## config.mk

```make
export PLATFORM = sky130hd
export DESIGN_NAME = lrsr_fifo
export DESIGN_NICKNAME = d
export VERILOG_FILES = /design/src/lr_shift_reduce_driver_macros.svh /design/src/lrsr_pkg.sv /design/src/lrsr_fifo.sv
export SDC_FILE = /design/constraint.sdc
export NUM_CORES = 1
export LEC_CHECK = 0
export ABC_AREA = 1
export BUFFER_PORTS_ARGS = -buffer_cell sky130_fd_sc_hd__buf_4
export CAP_MARGIN = 20
export CELL_PAD_IN_SITES_DETAIL_PLACEMENT = 1
export CELL_PAD_IN_SITES_GLOBAL_PLACEMENT = 1
export CORE_UTILIZATION = 40
export CTS_BUF_LIST = sky130_fd_sc_hd__clkbuf_16
export DETAILED_ROUTE_END_ITERATION = 16
export PLACE_DENSITY = 0.78
export SYNTH_ARGS = -nofsm -noshare
export SYNTH_HDL_FRONTEND = slang
export SYNTH_SLANG_ARGS = --single-unit
```

## constraint.sdc

```tcl
create_clock -name clk_i -period 3.1 [get_ports clk_i]
set_clock_uncertainty 0.15 [all_clocks]
set_input_delay 0.93 -clock clk_i [delete_from_list [all_inputs] [get_ports clk_i]]
set_output_delay 0.93 -clock clk_i [all_outputs]
set_load 0.02 [all_outputs]
```

## src/lr_shift_reduce_driver_macros.svh

```systemverilog
// Assertion macros for the LR shift/reduce driver.
// Both macros sample on clk_i and are disabled while rst_ni is low.
`ifndef LR_SHIFT_REDUCE_DRIVER_MACROS_SVH
`define LR_SHIFT_REDUCE_DRIVER_MACROS_SVH
`ifndef SYNTHESIS
`define LRSR_ASSERT(lbl, prop, msg) \
  lbl: assert property (@(posedge clk_i) disable iff (!rst_ni) prop) else $error(msg);
`define LRSR_ASSERT_NEVER(lbl, expr, msg) \
  lbl: assert property (@(posedge clk_i) disable iff (!rst_ni) !(expr)) else $error(msg);
`else
`define LRSR_ASSERT(lbl, prop, msg)
`define LRSR_ASSERT_NEVER(lbl, expr, msg)
`endif
`endif

```

## src/lrsr_pkg.sv

```systemverilog
`timescale 1ns / 1ps
package lrsr_pkg;

  localparam logic [1:0] OP_LOAD_ACT  = 2'd0;
  localparam logic [1:0] OP_LOAD_RULE = 2'd1;
  localparam logic [1:0] OP_BEGIN     = 2'd2;
  localparam logic [1:0] OP_TOKEN     = 2'd3;

  localparam logic [2:0] K_NONE   = 3'd0;
  localparam logic [2:0] K_SHIFT  = 3'd1;
  localparam logic [2:0] K_REDUCE = 3'd2;
  localparam logic [2:0] K_GOTO   = 3'd3;
  localparam logic [2:0] K_ACCEPT = 3'd4;

  localparam logic [2:0] R_REDUCED  = 3'd0;
  localparam logic [2:0] R_SHIFTED  = 3'd1;
  localparam logic [2:0] R_ACCEPTED = 3'd2;
  localparam logic [2:0] R_ERROR    = 3'd3;
  localparam logic [2:0] R_ACK      = 3'd4;

  localparam logic [2:0] C_NONE      = 3'd0;
  localparam logic [2:0] C_NO_ACTION = 3'd1;
  localparam logic [2:0] C_GOTO_ACT  = 3'd2;
  localparam logic [2:0] C_NO_GOTO   = 3'd3;
  localparam logic [2:0] C_STACK     = 3'd4;
  localparam logic [2:0] C_TOO_LONG  = 3'd5;

  localparam logic [1:0] ST_IDLE = 2'd0;
  localparam logic [1:0] ST_RUN  = 2'd1;
  localparam logic [1:0] ST_DONE = 2'd2;

  // One classified command as it travels from the front to the back.
  typedef struct packed {
    logic [1:0] opcode;
    logic       in_range;
    logic [7:0] st;
    logic [5:0] sym;
    logic [2:0] kind;
    logic [7:0] value;
    logic [7:0] rule_idx;
    logic [3:0] rule_len;
    logic [5:0] rule_lhs;
    logic [5:0] tok;
  } lrsr_cmd_t;

  typedef struct packed {
    logic [2:0] kind;
    logic [7:0] rule;
    logic [2:0] cause;
    logic       last;
  } lrsr_result_t;

  typedef struct packed {
    logic busy;
    logic clearing;
  } lrsr_status_t;

endpackage

```

## src/lrsr_fifo.sv

```systemverilog
`timescale 1ns / 1ps
module lrsr_fifo import lrsr_pkg::*; (
  input  logic      clk_i,
  input  logic      rst_ni,
  input  logic      push_i,
  input  lrsr_cmd_t data_i,
  output logic      full_o,
  output logic      valid_o,
  input  logic      pop_i,
  output lrsr_cmd_t data_o
);

  lrsr_cmd_t  mem_q [2];
  logic       wr_q, wr_d, rd_q, rd_d;
  logic [1:0] cnt_q, cnt_d;

  assign full_o  = cnt_q == 2'd2;
  assign valid_o = cnt_q != 2'd0;
  assign data_o  = mem_q[rd_q];

  always_comb begin
    wr_d  = wr_q;
    rd_d  = rd_q;
    cnt_d = cnt_q;
    if (push_i) begin
      wr_d = !wr_q;
    end
    if (pop_i) begin
      rd_d = !rd_q;
    end
    if (push_i && !pop_i) begin
      cnt_d = cnt_q + 2'd1;
    end else if (pop_i && !push_i) begin
      cnt_d = cnt_q - 2'd1;
    end
  end

  always_ff @(posedge clk_i) begin
    if (push_i) begin
      mem_q[wr_q] <= data_i;
    end
  end

  always_ff @(posedge clk_i or negedge rst_ni) begin
    if (!rst_ni) begin
      wr_q  <= 1'b0;
      rd_q  <= 1'b0;
      cnt_q <= 2'd0;
    end else begin
      wr_q  <= wr_d;
      rd_q  <= rd_d;
      cnt_q <= cnt_d;
    end
  end

endmodule

```

==> flow_summary.json, run 1 <==
{
  "cp-start-kind": "flop",
  "core_area_sq_um": 10300,
  "antenna_found_initial": 0,
  "power_switching_share": 0.303,
  "dp_cells": 431,
  "synth_fp_nets": 244,
  "setup_viol": 0,
  "min_period_over_period": 0.886,
  "globalRouteTotalUtil": 0.135,
  "route.detailed.drc": 0,
  "io-pin-count": 110,
  "drt_pass1_iterations": 4,
  "synth_most_common_cell": "edfxtp_1",
  "synth.yosys.seq_area_share": 0.766,
  "initialDrtViolationCount": 52,
  "transition_at_the_pin_with_the_smallest_max_transition_slack_ps": 500,
  "initial_util": 0.410,
  "slew_headroom": 0.666,
  "globalRoute.totalOverflow": 0,
  "critPathCaptureType": "output port",
  "design_power_total_mw": 5.04,
  "place_hpwl_mm": 4.84,
  "post_cts_resize_count": 0,
  "vdd.ir_drop.worst_uv": 475,
  "final-max-slew-violation-count": 0,
  "tritoncts": "yes",
  "nNetsFinal": 363,
  "die_y_um": 105,
  "postRouteAntennaNets": 0,
  "clkSlewWorstSetupHoldPaths_ps": 70,
  "totalNegativeSetupSlack_ps": 0,
  "buffer_ports.inserted": 109,
  "p_leak_nw": 2.21,
  "fmaxAchievable_mhz": 364,
  "holdWs_ps": 229,
  "post-cts-setup-buffers": 0,
  "clock_power_share": 0.215,
  "clock_tree.buffer_depth": 2,
  "tritoncts.num_buffers": 9,
  "drive_gt1_frac": 0.585,
  "critPathKind": "reg2out",
  "layout_stage_area_growth_over_the_synthesis_result_pct": 29.3,
  "wl_mm": 7.08,
  "synthArstFlopShare": 0.0370,
  "yosysTopAreaCellShare": 0.742,
  "grt_first_pass_wirelength_mm": 11.0,
  "vias_per_cell": 4.57,
  "clock-root-buffer": "clkbuf_16",
  "globalplace.congestion": 0.659,
  "synth-edff-count": 104,
  "cp_max_fo": 53,
  "synth_area_leader_cell": "edfxtp_1",
  "post_synth_most_frequent_cells": "edfxtp_1, mux2_4, inv_1",
  "cts_hold_repair.buffers": 0,
  "seq_power_share": 0.403,
  "synth.ff_latch_count": 108,
  "synth_flop_cell": "edfxtp_1",
  "rsz0062_at_grt": "false",
  "syn_area_sq_um": 4210,
  "cts_num_sinks": 108,
  "layout_min_cycle_time_ps": 2750,
  "grt_pass1_vias": 2233,
  "timing.final.hold_violations": 0,
  "post_synth_num_cell_types": 14,
  "worstSkewPairLatency_ps": 330,
  "combPwrFrac": 0.382,
  "die_area_sq_um": 10900,
  "post_layout_nonfiller_instances": 447,
  "layout.core_utilization": 0.530,
  "wl_per_cell_um": 15.8,
  "max_cap_viol_count": 0,
  "p_switching_mw": 1.53,
  "synth-warning-count": 0,
  "chipWidth_um": 105,
  "outcome": "finished clean",
  "p_int_mw": 3.51,
  "antennaDiodeCount": 0,
  "via_count": 2042,
  "postSynthCellCount": 187,
  "postSynthAreaPerCell_sq_um": 22.5,
  "core.rowCount": 37,
  "grt_max_degree": 54,
  "min-delay-path-class": "in2async",
  "synth.top_cells.by_area": "edfxtp_1, mux2_4, buf_12",
  "worstPathRequired_ps": 2020,
  "power_density_nw_per_um2": 925,
  "arrival_ps": 1670,
  "h-tree-depth": 3
}
## final cells by class
class                      count  area, sq um
clock inverter                 7         58.8
sequential                   108         3230
inverter                       7         26.3
multi-input combinational     66          857
fill                         983         4830
tap                          136          170
timing repair buffer         114          881
clock buffer                   9          225
## registers in the layout, indices dropped and copies added (netlist names)
signal,flops
cnt_q,2
mem_q,104
wr_q,1
rd_q,1
## critical path, stage by stage (launching register included)
cell,delay (ps)
dfrtp_4,420
buf_12,350
mux2_2,390
buf_4,160
## power groups by stage
stage                     clock network [mW]  registers (mW)  logic (mW)
after floorplan                            0            2.04        1.40
after global placement                     0            2.04        1.94
after detailed placement                   0            2.07        1.96
after CTS                               1.12            2.03        1.96
after global routing                    1.17            2.05        2.03
final                                   1.08            2.03        1.92
## metal layers
metal	up-vias	share of wire	global-route usage
met4	0	0.019	0.0634
li1	956	-	-
met2	72	0.53	0.238
met3	11	0.049	0.0368
met1	1003	0.41	0.151
met5	-	0	0
## kinds of logic (layout without fill, tap and decap cells)
| family | after synthesis | count (layout) | share of synthesized area |
|---|---|---|---|
| flops | 108 | 108 | 0.766 |
| mux | 52 | 52 | 0.183 |
| buf+inv | 13 | 137 | 0.0327 |
| simple gates | 10 | 10 | 0.00981 |
| xor+xnor | 3 | 3 | 0.00624 |
| fa+ha+maj | 1 | 1 | 0.00297 |
## path summary, 6_finish.rpt
| path | startpoint | slack [ps] | end | depth (start not counted) |
|---|---|---|---|---|
| min reg2reg | cnt_q[1] | 360 | cnt_q[1] | 2 |
| max reg2reg | wr_q | 1480 | mem_q[1][24] | 3 |
| min in group clk_i | cnt_q[1] | 360 | cnt_q[1] | 2 |
| min | rst_ni | 230 | cnt_q[0] | 1 |
| max in group asynchronous | rst_ni | 2450 | rd_q | 1 |
| max | rd_q | 350 | data_o[48] | 3 |
## cells in the final DEF, fill, tap and decap left out
cell type,synthesis,layout
mux2_2,3,3
nor2_4,0,1
buf_4,0,112
clkbuf_16,0,9
nor2_1,2,1
inv_1,7,7
ha_1,1,1
nand4_1,1,1
clkinv_2,0,2
xnor2_1,1,1
clkinvlp_4,0,1
edfxtp_1,104,104
nand3_1,1,1
clkinv_1,0,2
bufinv_16,0,1
buf_12,5,2
dfrtp_4,0,1
dfrtp_1,4,3
inv_2,0,1
xor2_1,2,2
nand2_1,6,6
mux2_4,49,49
## per-stage QoR
step / worst slack [ps] / cell area, sq um
floorplan: 230 / 4210
CTS: 331 / 5450
detailed placement: 705 / 5160
global placement: 708 / 5160
finish: 353 / 5450
global route: 288 / 5450
No activity file was read; power rests on OpenSTA's default activity.
==> run 2, diff against run 1 <==
--- a/config.mk
+++ b/config.mk
@@ -13,7 +13,7 @@
 export CORE_UTILIZATION = 40
 export CTS_BUF_LIST = sky130_fd_sc_hd__clkbuf_16
 export DETAILED_ROUTE_END_ITERATION = 16
-export PLACE_DENSITY = 0.78
+export PLACE_DENSITY = 0.72
 export SYNTH_ARGS = -nofsm -noshare
 export SYNTH_HDL_FRONTEND = slang
 export SYNTH_SLANG_ARGS = --single-unit
==> constraint.sdc (replaced) <==
create_clock -name clk_i -period 3.1 [get_ports clk_i]
set_clock_uncertainty 0.15 [all_clocks]
set_input_delay 0.93 -clock clk_i [delete_from_list [all_inputs] [get_ports clk_i]]
set_output_delay 0.93 -clock clk_i [all_outputs]
set_load 0.1 [all_outputs]
==> run 2 against run 1 <==
Via count shrank 0.15%. Setup slack worse by 120 ps. Hold slack got worse by 4.4 ps. Count of clock-buffer cells in the layout is the same. Critical path type unchanged. Critical endpoint is now data_o[43].
==> flow_summary.json, run 2 (same netlist as run 1, synthesis figures left out) <==
{
  "outcome": "finished clean",
  "critPathCaptureType": "output port",
  "vias_per_cell": 4.54,
  "drive_gt1_frac": 0.591,
  "globalRouteTotalUtil": 0.134,
  "via_count": 2039,
  "max_cap_viol_count": 0,
  "worstSkewPairLatency_ps": 340,
  "cts_hold_repair.buffers": 0,
  "critPathKind": "reg2out",
  "clock-root-buffer": "clkbuf_16",
  "arrival_ps": 1790,
  "setup_viol": 0,
  "nNetsFinal": 366,
  "layout_min_cycle_time_ps": 2870,
  "route.detailed.drc": 0,
  "layout_stage_area_growth_over_the_synthesis_result_pct": 30.0,
  "cp-start-kind": "flop",
  "chipWidth_um": 105,
  "fill_cells": 980,
  "initial_util": 0.410,
  "place_hpwl_mm": 4.84,
  "core_area_sq_um": 10300,
  "biggestRegsByFlops": "mem_q x104, cnt_q x2",
  "cp_max_fo": 15,
  "globalplace.congestion": 0.629,
  "rsz0062_at_grt": "false",
  "wl_mm": 7.10,
  "postRouteAntennaNets": 0,
  "reg2reg_to": "mem_q[1][20]",
  "clock_tree.buffer_depth": 2,
  "grt_first_pass_wirelength_mm": 10.9,
  "tritoncts": "yes",
  "io-pin-count": 110,
  "r2r_slack_ps": 1550,
  "core.rowCount": 37,
  "min_period_over_period": 0.925,
  "totalNegativeSetupSlack_ps": 0,
  "h-tree-depth": 3,
  "buffer_ports.inserted": 109,
  "multi_input_gate_area_in_the_final_layout_sq_um": 857,
  "grt_max_degree": 34,
  "worstPathRequired_ps": 2020,
  "transition_at_the_pin_with_the_smallest_max_transition_slack_ps": 460,
  "tritoncts.num_buffers": 9,
  "clkSlewWorstSetupHoldPaths_ps": 70,
  "antenna_found_initial": 0,
  "mostFrequentLayoutCells": "buf_4, edfxtp_1, mux2_4",
  "initialDrtViolationCount": 59,
  "die_y_um": 105,
  "drt_pass1_iterations": 4,
  "slew_headroom": 0.693,
  "holdWs_ps": 225,
  "final-max-slew-violation-count": 0,
  "post-cts-setup-buffers": 0,
  "die_area_sq_um": 10900,
  "cts_num_sinks": 108,
  "antennaDiodeCount": 0,
  "area_used_by_sequential_logic_in_the_layout_sq_um": 3230,
  "fmaxAchievable_mhz": 349,
  "post_cts_resize_count": 0,
  "layout_commonest_cell": "buf_4",
  "r2r-start": "wr_q",
  "min-delay-path-class": "in2async",
  "grt_pass1_vias": 2157,
  "max_flop_register": "mem_q",
  "largest_register_ffs": 104,
  "timing.final.hold_violations": 0,
  "globalRoute.totalOverflow": 0,
  "worst_r2r_path_depth": 3,
  "wl_per_cell_um": 15.8
}
## run 2: cell types whose count changed in the layout (fill, tap and decap cells not counted), sizes merged
| cell | change |
|---|---|
| buf | +3 |
| clkinv | -3 |
| inv | +2 |
## run 2: metrics by stage
stage	cell area [sq um]	util	setup slack [ps]	std cells
2_1_floorplan	4210	-	230	187
3_3_place_gp	5180	0.504	587	434
3_5_place_dp	5180	0.504	572	434
4_1_cts	5470	0.532	202	449
5_1_grt	5470	0.532	179	449
6_report	5470	0.532	233	449
## run 2: per-layer routing
metal	wire, um	part of all wire	GRT usage	vias to the layer above
li1	-	-	-	963
met1	2840	0.40	0.160	1007
met2	3740	0.53	0.225	59
met3	394	0.055	0.0318	10
met4	123	0.017	0.0694	0
met5	0	0	0	-
## run 2: how the worst max path moves through the flow
stage	start	end	cells past startpoint
after global placement	rd_q	data_o[43]	3
after floorplan	push_i	mem_q[0][0]	2
after global routing	rd_q	data_o[43]	3
after detailed placement	rd_q	data_o[43]	3
final	rd_q	data_o[43]	3
after CTS	rd_q	data_o[43]	3
## run 2: worst max-delay path, stage by stage (launching register included)
cell and delay, ps:
dfrtp_4 600, buf_4 260, mux2_2 360, buf_4 230
## run 2: area by class of cell
| cell class | count | area share |
|---|---|---|
| clock inverters | 6 | 0.0114 |
| repair buffers | 117 | 0.165 |
| well taps | 136 | 0.0311 |
| multi-input cells | 66 | 0.157 |
| clock buffers | 9 | 0.0412 |
| inverters | 7 | 0.00480 |
| flip-flops and latches | 108 | 0.590 |
Power of run 2 is not shown: default switching activity piles up to over one toggle a cycle in this logic, so the estimate is an artifact.
==> run 3, diff against run 2 <==
--- a/config.mk
+++ b/config.mk
@@ -13,6 +13,7 @@
 export CORE_UTILIZATION = 40
 export CTS_BUF_LIST = sky130_fd_sc_hd__clkbuf_16
 export DETAILED_ROUTE_END_ITERATION = 16
+export GPL_TIMING_DRIVEN = 0
 export PLACE_DENSITY = 0.72
 export SYNTH_ARGS = -nofsm -noshare
 export SYNTH_HDL_FRONTEND = slang
==> run 3 against run 2 <==
Flip-flop and latch count did not move. Global-route usage increased by 0.64 points. Routed wire length grew 3.8%. Cell count shrank 0.22%. Via count grew 1.8%.
==> flow_summary.json, run 3 (same netlist as run 1, synthesis figures left out) <==
{
  "io-pin-count": 110,
  "min-delay-path-class": "in2async",
  "layout_min_cycle_time_ps": 2650,
  "outcome": "finished clean",
  "globalplace.congestion": 0.632,
  "place_hpwl_mm": 5.10,
  "worstPathRequired_ps": 2020,
  "antenna_found_initial": 0,
  "initial_util": 0.410,
  "via_count": 2075,
  "grt_pass1_vias": 2265,
  "clkSlewWorstSetupHoldPaths_ps": 70,
  "globalRoute.totalOverflow": 0,
  "grt_first_pass_wirelength_mm": 11.2,
  "buffer_ports.inserted": 109,
  "post-cts-setup-buffers": 0,
  "rsz0062_at_grt": "false",
  "layout_commonest_cell": "buf_4",
  "clock_tree.buffer_depth": 2,
  "max_flop_register": "mem_q",
  "post_cts_resize_count": 0,
  "antennaDiodeCount": 0,
  "drt_pass1_iterations": 4,
  "postRouteAntennaNets": 0,
  "die_area_sq_um": 10900,
  "mostFrequentLayoutCells": "buf_4, edfxtp_1, mux2_4",
  "slew_headroom": 0.462,
  "crit_chain": "buf_6 > buf_12 > mux2_4 > buf_4",
  "fmaxAchievable_mhz": 377,
  "core_area_sq_um": 10300,
  "crit_path_max_incr_delay_ps": 340,
  "vias_per_cell": 4.63,
  "arrival_ps": 1570,
  "die_y_um": 105,
  "grt_max_degree": 29,
  "globalRouteTotalUtil": 0.140,
  "biggestRegsByFlops": "mem_q x104, cnt_q x2",
  "worstSkewPairLatency_ps": 330,
  "cp_max_fo": 10,
  "initialDrtViolationCount": 90,
  "layout_stage_area_growth_over_the_synthesis_result_pct": 31.1,
  "route.detailed.drc": 0,
  "h-tree-depth": 3,
  "wl_mm": 7.37,
  "max_cap_viol_count": 0,
  "transition_at_the_pin_with_the_smallest_max_transition_slack_ps": 805,
  "min_period_over_period": 0.856,
  "clock-root-buffer": "clkbuf_16",
  "setup_viol": 0,
  "fill_cells": 967,
  "cts_num_sinks": 108,
  "r2r_slack_ps": 1250,
  "cts_hold_repair.buffers": 0,
  "largest_register_ffs": 104,
  "cp-start-kind": "flop",
  "chipWidth_um": 105,
  "tritoncts": "yes",
  "critPathKind": "reg2out",
  "final-max-slew-violation-count": 0,
  "core.rowCount": 37,
  "wl_per_cell_um": 16.4,
  "timing.final.hold_violations": 0,
  "critPathCaptureType": "output port",
  "holdWs_ps": 233,
  "tritoncts.num_buffers": 9,
  "drive_gt1_frac": 0.583,
  "nNetsFinal": 366,
  "critPathSlowestCell": "dfrtp_1"
}
-- run 3: worst max-delay path: cells and delay by family (launching register included) --
| kind | cells | cell delay [ps] |
|---|---|---|
| buffers and inverters | 3 | 590 |
| DFF | 1 | 340 |
| muxes | 1 | 310 |
-- run 3: metal layers --
metal  GRT usage  vias up  share of wire
li1            -      960              -
met4      0.0724        0          0.019
met1       0.152     1038           0.40
met5           0        -              0
met3      0.0299       13          0.049
met2       0.257       64           0.53
-- run 3: layout make-up --
class	count	area, sq um	area share
clock buffers	9	225	0.0408
plain buffers	6	111	0.0202
flip-flops and latches	108	3220	0.584
multi-input cells	66	857	0.155
inverters	7	26.3	0.00476
well taps	136	170	0.0308
repair buffers	111	858	0.156
clock inverters	5	46.3	0.00839
-- run 3: through the flow --
stage | TNS, ps | cells | setup slack (ps) | utilization | instance area (sq um)
after global routing | 0 | 448 | 386 | 0.537 | 5520
after floorplan | 0 | 187 | 230 | - | 4210
after CTS | 0 | 448 | 414 | 0.537 | 5520
after global placement | -44780 | 432 | -685 | 0.506 | 5200
after detailed placement | 0 | 434 | 567 | 0.510 | 5250
final | 0 | 448 | 447 | 0.537 | 5520
-- run 3: worst paths after layout --
kind                          start            to  cells after the start
hold / removal               rst_ni      cnt_q[1]                      1
hold reg to reg            cnt_q[1]      cnt_q[1]                      2
setup reg to reg               wr_q  mem_q[0][39]                      2
setup / recovery               rd_q    data_o[42]                      4
max in group asynchronous    rst_ni          rd_q                      1
min in group clk_i         cnt_q[1]      cnt_q[1]                      2
Power of run 3 is left out for the same reason.
